File: config.mk
export PLATFORM = sky130hd
export DESIGN_NAME = hsl_to_rgb_converter_top
export DESIGN_NICKNAME = d
export VERILOG_FILES = /design/src/rtl/hsl2rgb_pkg.sv /design/src/rtl/hsl2rgb_chan.sv /design/src/rtl/hsl_to_rgb_converter_top.sv
export SDC_FILE = /design/constraint.sdc
export NUM_CORES = 2
export LEC_CHECK = 0
export BUFFER_PORTS_ARGS = -buffer_cell sky130_fd_sc_hd__buf_2
export CAP_MARGIN = 20
export CORE_ASPECT_RATIO = 1.75
export CORE_MARGIN = 2
export CORE_UTILIZATION = 25
export DETAILED_ROUTE_END_ITERATION = 10
export HOLD_SLACK_MARGIN = 0.08
export PLACE_DENSITY = 0.39
export SYNTH_ARGS = -nofsm -noshare
export SYNTH_HDL_FRONTEND = slang
export SYNTH_SLANG_ARGS = --single-unit
File: constraint.sdc
create_clock -name clk -period 19.2 [get_ports clk]
set_input_delay 4.8 -clock clk [delete_from_list [all_inputs] [get_ports clk]]
set_output_delay 4.8 -clock clk [all_outputs]
set_load 0.02 [all_outputs]
File: src/rtl/hsl2rgb_pkg.sv
// ============================================================================
// hsl2rgb_pkg: shared constants and types for the HSL to RGB converter
// Fixed-point constants for the hue sector math, the lightness term and the
// final scale-and-divide, plus the stage enable group handed to each channel.
// ============================================================================
package hsl2rgb_pkg;

    // Full scale of saturation and lightness (100 percent in 1/16 units)
    localparam logic [10:0] PCT_FULL   = 11'd1600;
    // Twice the full scale, used for 1 - |2l - 1|
    localparam logic [11:0] PCT_TWICE  = 12'd3200;
    // One 60-degree sector in 1/64 degree units
    localparam logic [11:0] SECTOR_Q6  = 12'd3840;
    // Highest sector a 15-bit hue reaches; sectors 6 and up are grey
    localparam int unsigned SECTOR_MAX = 8;

    // Lightness weight: 1600 * 7680 over the common denominator
    localparam logic [23:0] LTERM_K    = 24'd12288000;

    // Common denominator is 3 * 5^5 * 2^21: shift out the power of two first
    localparam int unsigned POW_SHIFT  = 21;
    localparam logic [63:0] DIV_REM    = 64'd9375;
    // Reciprocal of the odd remainder, exact for 22-bit dividends
    localparam int unsigned RECIP_SHIFT = 36;
    localparam logic [22:0] RECIP_M    =
        23'(((64'd1 << RECIP_SHIFT) + DIV_REM - 64'd1) / DIV_REM);

    // Load enables of the per-channel pipeline stages
    typedef struct packed {
        logic s3;
        logic s4;
        logic s5;
        logic s6;
    } stage_en_t;

endpackage

File: src/rtl/hsl2rgb_chan.sv
// ============================================================================
// hsl2rgb_chan: one color channel of the HSL to RGB pipeline
// Forms the channel numerator from the chroma product and its gain, adds the
// lightness term, scales by 255 and divides down to an 8-bit value.
// ============================================================================
module hsl2rgb_chan (
    input  logic                      clk,
    input  hsl2rgb_pkg::stage_en_t    en,
    input  logic [21:0]               chroma,    // s * (1 - |2l - 1|), stage 2
    input  logic signed [12:0]        gain,      // component weight, stage 2
    input  logic [34:0]               lterm,     // lightness term, stage 3
    output logic [7:0]                pix        // channel value, stage 6
);

    logic signed [35:0] prod_reg;
    logic signed [35:0] prod_next;
    logic [34:0]        num_reg;
    logic [34:0]        num_next;
    logic [21:0]        quot_reg;
    logic [21:0]        quot_next;
    logic [7:0]         pix_reg;
    logic [7:0]         pix_next;

    logic signed [35:0] sum;
    logic [42:0]        scaled;
    logic [44:0]        recip_prod;

    // Stage 3: weight the chroma product by the component gain
    assign prod_next = 36'($signed({1'b0, chroma})) * 36'(gain);

    // Stage 4: add the lightness term; the sum never goes negative
    assign sum      = $signed({1'b0, lterm}) + prod_reg;
    assign num_next = sum[34:0];

    // Stage 5: scale by 255 and drop the power-of-two part of the divisor
    assign scaled    = {num_reg, 8'b0} - 43'(num_reg);
    assign quot_next = scaled[42:hsl2rgb_pkg::POW_SHIFT];

    // Stage 6: divide by the odd remainder through its reciprocal
    assign recip_prod = 45'(quot_reg) * 45'(hsl2rgb_pkg::RECIP_M);
    assign pix_next   =
        recip_prod[hsl2rgb_pkg::RECIP_SHIFT + 7:hsl2rgb_pkg::RECIP_SHIFT];

    // Hold each stage unless its enable advances it
    always_ff @(posedge clk)
    begin
        if (en.s3)
        begin
            prod_reg <= prod_next;
        end
        if (en.s4)
        begin
            num_reg <= num_next;
        end
        if (en.s5)
        begin
            quot_reg <= quot_next;
        end
        if (en.s6)
        begin
            pix_reg <= pix_next;
        end
    end

    assign pix = pix_reg;

endmodule

File: src/rtl/hsl_to_rgb_converter_top.sv
// ============================================================================
// hsl_to_rgb_converter_top: HSL triple to 8-bit RGB pixel
// Six-stage pipeline: clamp and sector, chroma product and gains, component
// products, numerator sum, scale by 255, reciprocal divide.
//
// Channel   Direction  Payload (lowest bit first)
// s_*       in         hue_q6[14:0], saturation_q4[25:15], lightness_q4[36:26]
// m_*       out        red[7:0], green[15:8], blue[23:16]
//
// One transaction per clock cycle in steady state while m_tready does not stall
// the output; an accepted input passes through every stage on its way to m_tdata.
// Each stage carries a valid bit and loads whenever it is empty or the stage
// behind it moves, so bubbles close up and a stalled output holds its data
// while earlier stages keep filling.
// rst_n clears only the valid bits; payload registers are not reset.
// ============================================================================
module hsl_to_rgb_converter_top (
    input  logic        clk,
    input  logic        rst_n,
    input  logic        s_tvalid,
    output logic        s_tready,
    input  logic [39:0] s_tdata,   // hue_q6, saturation_q4, lightness_q4, zero pad
    output logic        m_tvalid,
    input  logic        m_tready,
    output logic [23:0] m_tdata    // red, green, blue
);

    typedef enum logic [1:0] {
        ROLE_ZERO,
        ROLE_CHROMA,
        ROLE_INTER
    } role_t;

    localparam int unsigned NSTAGE = 6;
    localparam logic signed [12:0] GAIN_CHROMA = 13'sd3840;
    localparam logic signed [12:0] GAIN_ZERO   = -13'sd3840;

    // Pipeline control
    logic [NSTAGE-1:0] valid_reg;
    logic [NSTAGE-1:0] valid_next;
    logic [NSTAGE-1:0] rdy;
    hsl2rgb_pkg::stage_en_t en;

    // Input fields
    logic [14:0] hue_in;
    logic [10:0] sat_in;
    logic [10:0] light_in;

    // Stage 1 registers
    logic [14:0] hue_s1_reg;
    logic [10:0] sat_s1_reg;
    logic [10:0] sat_s1_next;
    logic [10:0] light_s1_reg;
    logic [10:0] light_s1_next;
    logic [10:0] span_s1_reg;
    logic [10:0] span_s1_next;
    logic [3:0]  sector_s1_reg;
    logic [3:0]  sector_s1_next;

    // Stage 2 registers
    logic [21:0]        chroma_s2_reg;
    logic [21:0]        chroma_s2_next;
    logic [10:0]        light_s2_reg;
    logic signed [12:0] gain_r_s2_reg;
    logic signed [12:0] gain_g_s2_reg;
    logic signed [12:0] gain_b_s2_reg;
    logic signed [12:0] gain_r_s2_next;
    logic signed [12:0] gain_g_s2_next;
    logic signed [12:0] gain_b_s2_next;

    // Stage 3 register
    logic [34:0] lterm_s3_reg;
    logic [34:0] lterm_s3_next;

    // Stage 1 and 2 helpers
    logic [11:0]        light_dbl;
    logic [11:0]        span_full;
    logic [14:0]        sector_base;
    logic [14:0]        hue_rem;
    logic signed [13:0] rem_dbl;
    logic signed [13:0] inter_gain;
    role_t              role_r;
    role_t              role_g;
    role_t              role_b;

    logic [7:0] red;
    logic [7:0] green;
    logic [7:0] blue;

    function automatic logic signed [12:0] gain_of(input role_t role,
                                                   input logic signed [13:0] inter);
        logic signed [12:0] g;
        case (role)
            ROLE_CHROMA: g = GAIN_CHROMA;
            ROLE_INTER:  g = inter[12:0];
            default:     g = GAIN_ZERO;
        endcase
        return g;
    endfunction

    // Unpack the input transaction
    assign hue_in   = s_tdata[14:0];
    assign sat_in   = s_tdata[25:15];
    assign light_in = s_tdata[36:26];

    // Ready ripples back from the output; a stage loads when empty or draining
    always_comb
    begin
        rdy[NSTAGE-1] = !valid_reg[NSTAGE-1] || m_tready;
        for (int i = NSTAGE - 2; i >= 0; i--)
        begin
            rdy[i] = !valid_reg[i] || rdy[i+1];
        end
        valid_next = valid_reg;
        if (rdy[0])
        begin
            valid_next[0] = s_tvalid;
        end
        for (int i = 1; i < NSTAGE; i++)
        begin
            if (rdy[i])
            begin
                valid_next[i] = valid_reg[i-1];
            end
        end
    end

    assign en.s3 = rdy[2];
    assign en.s4 = rdy[3];
    assign en.s5 = rdy[4];
    assign en.s6 = rdy[5];

    // Stage 1: clamp inputs, form 1 - |2l - 1| and find the hue sector
    always_comb
    begin
        sat_s1_next   = (sat_in > hsl2rgb_pkg::PCT_FULL) ? hsl2rgb_pkg::PCT_FULL : sat_in;
        light_s1_next = (light_in > hsl2rgb_pkg::PCT_FULL) ? hsl2rgb_pkg::PCT_FULL
                                                           : light_in;
        light_dbl     = {light_s1_next, 1'b0};
        span_full     = (light_dbl >= 12'(hsl2rgb_pkg::PCT_FULL))
                        ? (hsl2rgb_pkg::PCT_TWICE - light_dbl) : light_dbl;
        span_s1_next  = span_full[10:0];
        sector_s1_next = 4'd0;
        for (int k = 1; k <= hsl2rgb_pkg::SECTOR_MAX; k++)
        begin
            if (hue_in >= 15'(k * hsl2rgb_pkg::SECTOR_Q6))
            begin
                sector_s1_next = 4'(k);
            end
        end
    end

    // Stage 2: chroma product and per-channel gains from the sector
    always_comb
    begin
        chroma_s2_next = 22'(sat_s1_reg) * 22'(span_s1_reg);
        sector_base    = 15'(sector_s1_reg) * 15'(hsl2rgb_pkg::SECTOR_Q6);
        hue_rem        = hue_s1_reg - sector_base;
        rem_dbl        = $signed({1'b0, hue_rem[11:0], 1'b0});
        inter_gain     = sector_s1_reg[0] ? (14'sd3840 - rem_dbl) : (rem_dbl - 14'sd3840);
        role_r = ROLE_ZERO;
        role_g = ROLE_ZERO;
        role_b = ROLE_ZERO;
        case (sector_s1_reg)
            4'd0:
            begin
                role_r = ROLE_CHROMA;
                role_g = ROLE_INTER;
            end
            4'd1:
            begin
                role_r = ROLE_INTER;
                role_g = ROLE_CHROMA;
            end
            4'd2:
            begin
                role_g = ROLE_CHROMA;
                role_b = ROLE_INTER;
            end
            4'd3:
            begin
                role_g = ROLE_INTER;
                role_b = ROLE_CHROMA;
            end
            4'd4:
            begin
                role_r = ROLE_INTER;
                role_b = ROLE_CHROMA;
            end
            4'd5:
            begin
                role_r = ROLE_CHROMA;
                role_b = ROLE_INTER;
            end
            default:
            begin
                role_r = ROLE_ZERO;
            end
        endcase
        gain_r_s2_next = gain_of(role_r, inter_gain);
        gain_g_s2_next = gain_of(role_g, inter_gain);
        gain_b_s2_next = gain_of(role_b, inter_gain);
    end

    // Stage 3: lightness term over the common denominator
    assign lterm_s3_next = 35'(light_s2_reg) * 35'(hsl2rgb_pkg::LTERM_K);

    // Advance valid bits
    always_ff @(posedge clk or negedge rst_n)
    begin
        if (!rst_n)
        begin
            valid_reg <= '0;
        end
        else
        begin
            valid_reg <= valid_next;
        end
    end

    // Hold or advance the front stages
    always_ff @(posedge clk)
    begin
        if (rdy[0])
        begin
            hue_s1_reg    <= hue_in;
            sat_s1_reg    <= sat_s1_next;
            light_s1_reg  <= light_s1_next;
            span_s1_reg   <= span_s1_next;
            sector_s1_reg <= sector_s1_next;
        end
        if (rdy[1])
        begin
            chroma_s2_reg <= chroma_s2_next;
            light_s2_reg  <= light_s1_reg;
            gain_r_s2_reg <= gain_r_s2_next;
            gain_g_s2_reg <= gain_g_s2_next;
            gain_b_s2_reg <= gain_b_s2_next;
        end
        if (en.s3)
        begin
            lterm_s3_reg <= lterm_s3_next;
        end
    end

    hsl2rgb_chan u_chan_r (
        .clk    (clk),
        .en     (en),
        .chroma (chroma_s2_reg),
        .gain   (gain_r_s2_reg),
        .lterm  (lterm_s3_reg),
        .pix    (red)
    );

    hsl2rgb_chan u_chan_g (
        .clk    (clk),
        .en     (en),
        .chroma (chroma_s2_reg),
        .gain   (gain_g_s2_reg),
        .lterm  (lterm_s3_reg),
        .pix    (green)
    );

    hsl2rgb_chan u_chan_b (
        .clk    (clk),
        .en     (en),
        .chroma (chroma_s2_reg),
        .gain   (gain_b_s2_reg),
        .lterm  (lterm_s3_reg),
        .pix    (blue)
    );

    assign s_tready = rdy[0];
    assign m_tvalid = valid_reg[NSTAGE-1];
    assign m_tdata  = {blue, green, red};

endmodule

Yosys cells after proc, flatten, opt, wreduce, memory -nomap -nowiden
Index checks and enable logic that the tools add are counted.
{ "word_totals": {"word_cells": 106, "regBits": 447, "output_inout_bits": 26, "input_bits": 44} }
{ "op_classes": {"magnitude_cmp": 11, "reduce_logical": 19, "n_addsub": 10, "n_mux": 16, "multipliers": 9, "eq_ne": 11} }
{ "op_table": {"columns": ["operator", "n"], "rows": [
  ["22-bit by 22-bit multiplier with 43-bit output (second input constant)", 3],
  ["43-bit by 35-bit subtractor with 43-bit output", 3],
  ["35-bit adder", 3],
  ["23-bit by 13-bit multiplier with 35-bit output", 3],
  ["13-bit case mux with 2 select lines", 3],
  ["15-bit >= comparator (second input constant)", 4],
  ["15-bit by 14-bit >= comparator with 1-bit output (second input constant)", 2],
  ["4-bit two-way mux", 6],
  ["11-bit greater-than comparator (second input constant)", 2],
  ["11-bit by 11-bit multiplier with 22-bit output", 1],
  ["11-bit two-way mux", 2],
  ["11-bit by 9-bit multiplier with 20-bit output (second input constant)", 1],
  ["15-bit by 12-bit >= comparator with 1-bit output (second input constant)", 1],
  ["15-bit by 13-bit >= comparator with 1-bit output (second input constant)", 1],
  ["13-bit two-way mux", 1],
  ["12-bit by 13-bit subtractor with 13-bit output (first input constant)", 1],
  ["13-bit by 12-bit subtractor with 13-bit output (second input constant)", 1],
  ["12-bit by 11-bit >= comparator with 1-bit output (second input constant)", 1],
  ["2-bit case mux with 2 select lines", 3],
  ["2-bit OR reduction", 6],
  ["12-bit subtractor", 1],
  ["11-bit subtractor (first input constant)", 1],
  ["4-bit by 2-bit == test with 1-bit output (second input constant)", 2],
  ["4-bit by 3-bit == test with 1-bit output (second input constant)", 2],
  ["other kinds (8)", 22]
]} }

Depth between registers and ports, before layout
{ "logic_depth": {"depth_word": 8, "ltp_mapped": 25, "ltp_nobuf": 24} }

Hierarchy
A second synthesis with hierarchy kept.
{ "hier_totals": {"hier_cells": 8132, "hier_area_um2": 81514.4} }
{ "modules_own_cells": {"columns": ["mod", "cells_per_inst", "instances", "area_each_um2", "seq_area_each_um2"], "rows": [
  ["hsl2rgb_chan (u_chan_b)", 2400, 1, 23450.0, 3002.9],
  ["hsl2rgb_chan (u_chan_r)", 2371, 1, 23393.7, 3002.9],
  ["hsl2rgb_chan (u_chan_g)", 2329, 1, 23090.9, 3002.9],
  ["hsl_to_rgb_converter_top", 1032, 1, 11579.9, 4204.0]
]} }

Least setup slack after synthesis
Ideal clock, no wire load.
{ "synth_path": {"path_type": "input port to output port", "start": "input m_tready", "end": "output s_tready", "n_path_buf": 0, "arrival_time_ns": 9.476, "stages": 4, "setup_slack_ns": 4.924, "required_ns": 14.400, "path_cell_list": "nor2b_1 nand3_1 nor2_1 nand3_1"} }
{ "synth_lines": {"columns": ["element", "line_no", "text"], "rows": [
  ["start: declaration", "hsl_to_rgb_converter_top.sv:24", "input logic m_tready,"],
  ["end: declaration", "hsl_to_rgb_converter_top.sv:21", "output logic s_tready,"]
]} }

==> key figures <==
Outcome
  – Status: finished clean

Critical path
  – Worst reg2reg path depth: 22
  – WP data required: approximately 14 ns
  – Crit Path Class: in2out
  – Worst r2r src: u_chan_g.quot_reg[10]
  – Startpoint Class: input pin
  – CP endpoint kind: output pin
  – Crit Path Max Fanout: 44
  – Reg-to-reg endpoint: u_chan_g.pix[5]
  – R2R setup slack: between 10 and 15 ns
  – Worst EP arrival: 6.94 ns

Final layout
  – Most common cell after layout, fill and taps aside: inv_1
  – Area Overhead vs Synth: 8.97%
  – Fraction of layout cells with a size suffix above 1: 3.21%
  – Nets: 9577
  – Non-Filler Instances: 11010
  – # fillers: between 30000 and 40000
  – Most frequent cells in the layout: inv_1, fa_1, ha_1

Logic synthesis
  – YS warnings: 0
  – Compound-Gate Fraction of Synth Area: 6.11%
  – Xor and xnor area share after synthesis: 3.20%
  – Post-synth cell types: 68
  – Mapped Area: 73800 sq um
  – Post-synth top flop: edfxtp_1
  – Syn nets: 9593
  – Seq/Total Area, Yosys: between 10% and 20%
  – Seq cells post-synth: 429
  – Simple-gate share of the synthesized area: 9.78%
  – Post-synthesis mux area share: less than 1%
  – Adder-Cell Fraction of Synth Area: 54.0%
  – Post-Syn Area per Cell: ~10 sq um
  – EDFF count, synth: approximately 420
  – Ys async rst share: 1.40%
  – Largest family of logic cells by synthesized area: adder cells
  – Mapped Cells: 7147

Timing
  – Slew @ Worst Pin: 1.01 ns
  – Slack of the critical path: between 7 and 8 ns
  – Tcrit/Tclk final: 61.2%
  – Setup_tns: 0 ns
  – Slew Limit Fails: 0
  – Final setup fails: 0
  – Fin Clk Skew: about 0.06 ns
  – Crit path time final: about 12 ns
  – RSZ-0062 raised after global routing: false
  – Max_slew headroom: 32.7%
  – Final hold violations: 0
  – Fmax: about 85 MHz

Detailed routing
  – DR iter-0 viols: 1596
  – Average via count per standard cell: approximately 4.3
  – Antenna viol nets, final: 0
  – Routed len/inst: 18.5 microns
  – DRT Wirelength: 203000 microns
  – DRT Pass-1 Iters: 5
  – # DRC: 0
  – Via count: 47628

Global route
  – Vias in the first global route: 54777
  – Gr ovfl total: 0
  – Largest net degree at the start of global routing: 70
  – Wire length of the first global-routing pass: 317000 microns
  – Initial antenna violation count: 2
  – Gr usage total: 13.8%

Place
  – DP Worst Slack: around 7.3 ns
  – DP Cell Count: between 10000 and 15000
  – GP Congestion: 0.852
  – DP HPWL: 176000 microns
  – Buffers on Ports: 66

Clock network
  – Hold_buf cts: 0
  – Post-CTS Setup Repair Bufs: 0
  – Post-CTS sizing: 0
  – CTS Sinks: approximately 430
  – Root buffer cell: clkbuf_16
  – H-tree depth: 2
  – Clk buf depth: 3
  – Later-pin clock latency in the skew report: 0.72 ns
  – CTS tree: done
  – Num CTS Buffers: 50
  – Clk slew on worst S/H paths: ~0.060 ns

Worst hold path
  – Worst Hold End: light_s2_reg[10]
  – Min-delay src: light_s1_reg[10]
  – Worst hold stages: 0
  – Tightest Hold Check Type: reg2reg

Floorplanning
  – Area of the core: 294000 sq um
  – FP Rows: 263
  – Die area: around 300000 sq um
  – Die width: between 400 and 500 microns
  – Die height: 723 microns
  – Initial Util: 25.1%
  – Top-Level Pins: 70

Flow run
  – Max-cap violations: 0
==> cell type report <==
type	instances	area [sq um]	area share, %
multi-input cells	4860	54000	67.2
flip-flops and latches	429	12900	16.0
inverters	1667	6260	7.79
well taps	3842	4810	5.98
clock buffers	59	1320	1.64
repair buffers	123	778	0.968
clock inverters	29	389	0.484
diodes	1	2.50	0.00311
==> worst max-delay path by stage <==
stage / startpoint / endpoint / slack (ns) / depth (start not counted)
6_report: m_tready / s_tready / 7.46 / 7
5_1_grt: m_tready / s_tready / 7.22 / 7
4_1_cts: m_tready / s_tready / 7.27 / 7
3_5_place_dp: m_tready / s_tready / 7.28 / 7
3_3_place_gp: m_tready / s_tready / 7.28 / 7
2_1_floorplan: m_tready / s_tready / 4.92 / 4
==> cell usage after synthesis (all sizes together) (8+ instances only) <==
library cell	count	area (sq um)
inv	1667	6260
fa	1300	26000
ha	1102	13800
nand2	634	2380
edfxtp	423	12700
and2	310	1940
xnor2	196	1720
a21oi	193	966
clkbuf	191	717
nor2	169	634
o21ai	139	696
a21o	126	946
nand2b	89	557
xor2	74	648
nand3	62	310
nor2b	58	363
nor3	56	290
o21a	31	233
o21bai	29	218
a211oi	25	188
nand4	23	144
a31oi	19	119
and3	19	119
or3	19	119
a211o	14	123
o211ai	14	105
o2111ai	13	114
a21boi	12	90.1
nor4	12	75.1
o31ai	10	75.1
or2	10	62.6
and4	9	78.8
a221oi	8	70.1
a31o	8	70.1
a41oi	8	77.6
==> logic make-up after synthesis <==
logic type,Yosys count
AO/OA/AOI/OAI,694
XOR/XNOR,270
adder cells (fa/ha/maj),2404
buffers and inverters,1858
flip-flops,429
multiplexers,4
AND/OR/NAND/NOR,1488
==> worst max-delay path, cell delays in order <==
cell and delay, ns:
buf_2 0.10, nor2b_1 0.43, nand3_4 0.10, buf_4 0.29, nor2_1 0.62, nand3_4 0.31, buf_2 0.26
==> per-layer routing <==
metal  track usage, %  wire [microns]  up-vias
met5                0               0        -
met4             6.35           10400        0
met3            0.841            3220      305
met2             29.5          121000      578
met1             13.1           68100    24313
li1                 -               -    22432
==> stage by stage <==
step                hold slack, ns  instance area (sq um)  util [%]
global placement             0.401                  78700      26.8
global route                 0.424                  80400      27.4
detailed placement           0.405                  78700      26.8
floorplan                    0.400                  73800         -
finish                       0.416                  80400      27.4
CTS                          0.409                  80400      27.4
Power is not shown: default switching activity piles up to over one toggle a cycle in this logic, so the estimate is an artifact.
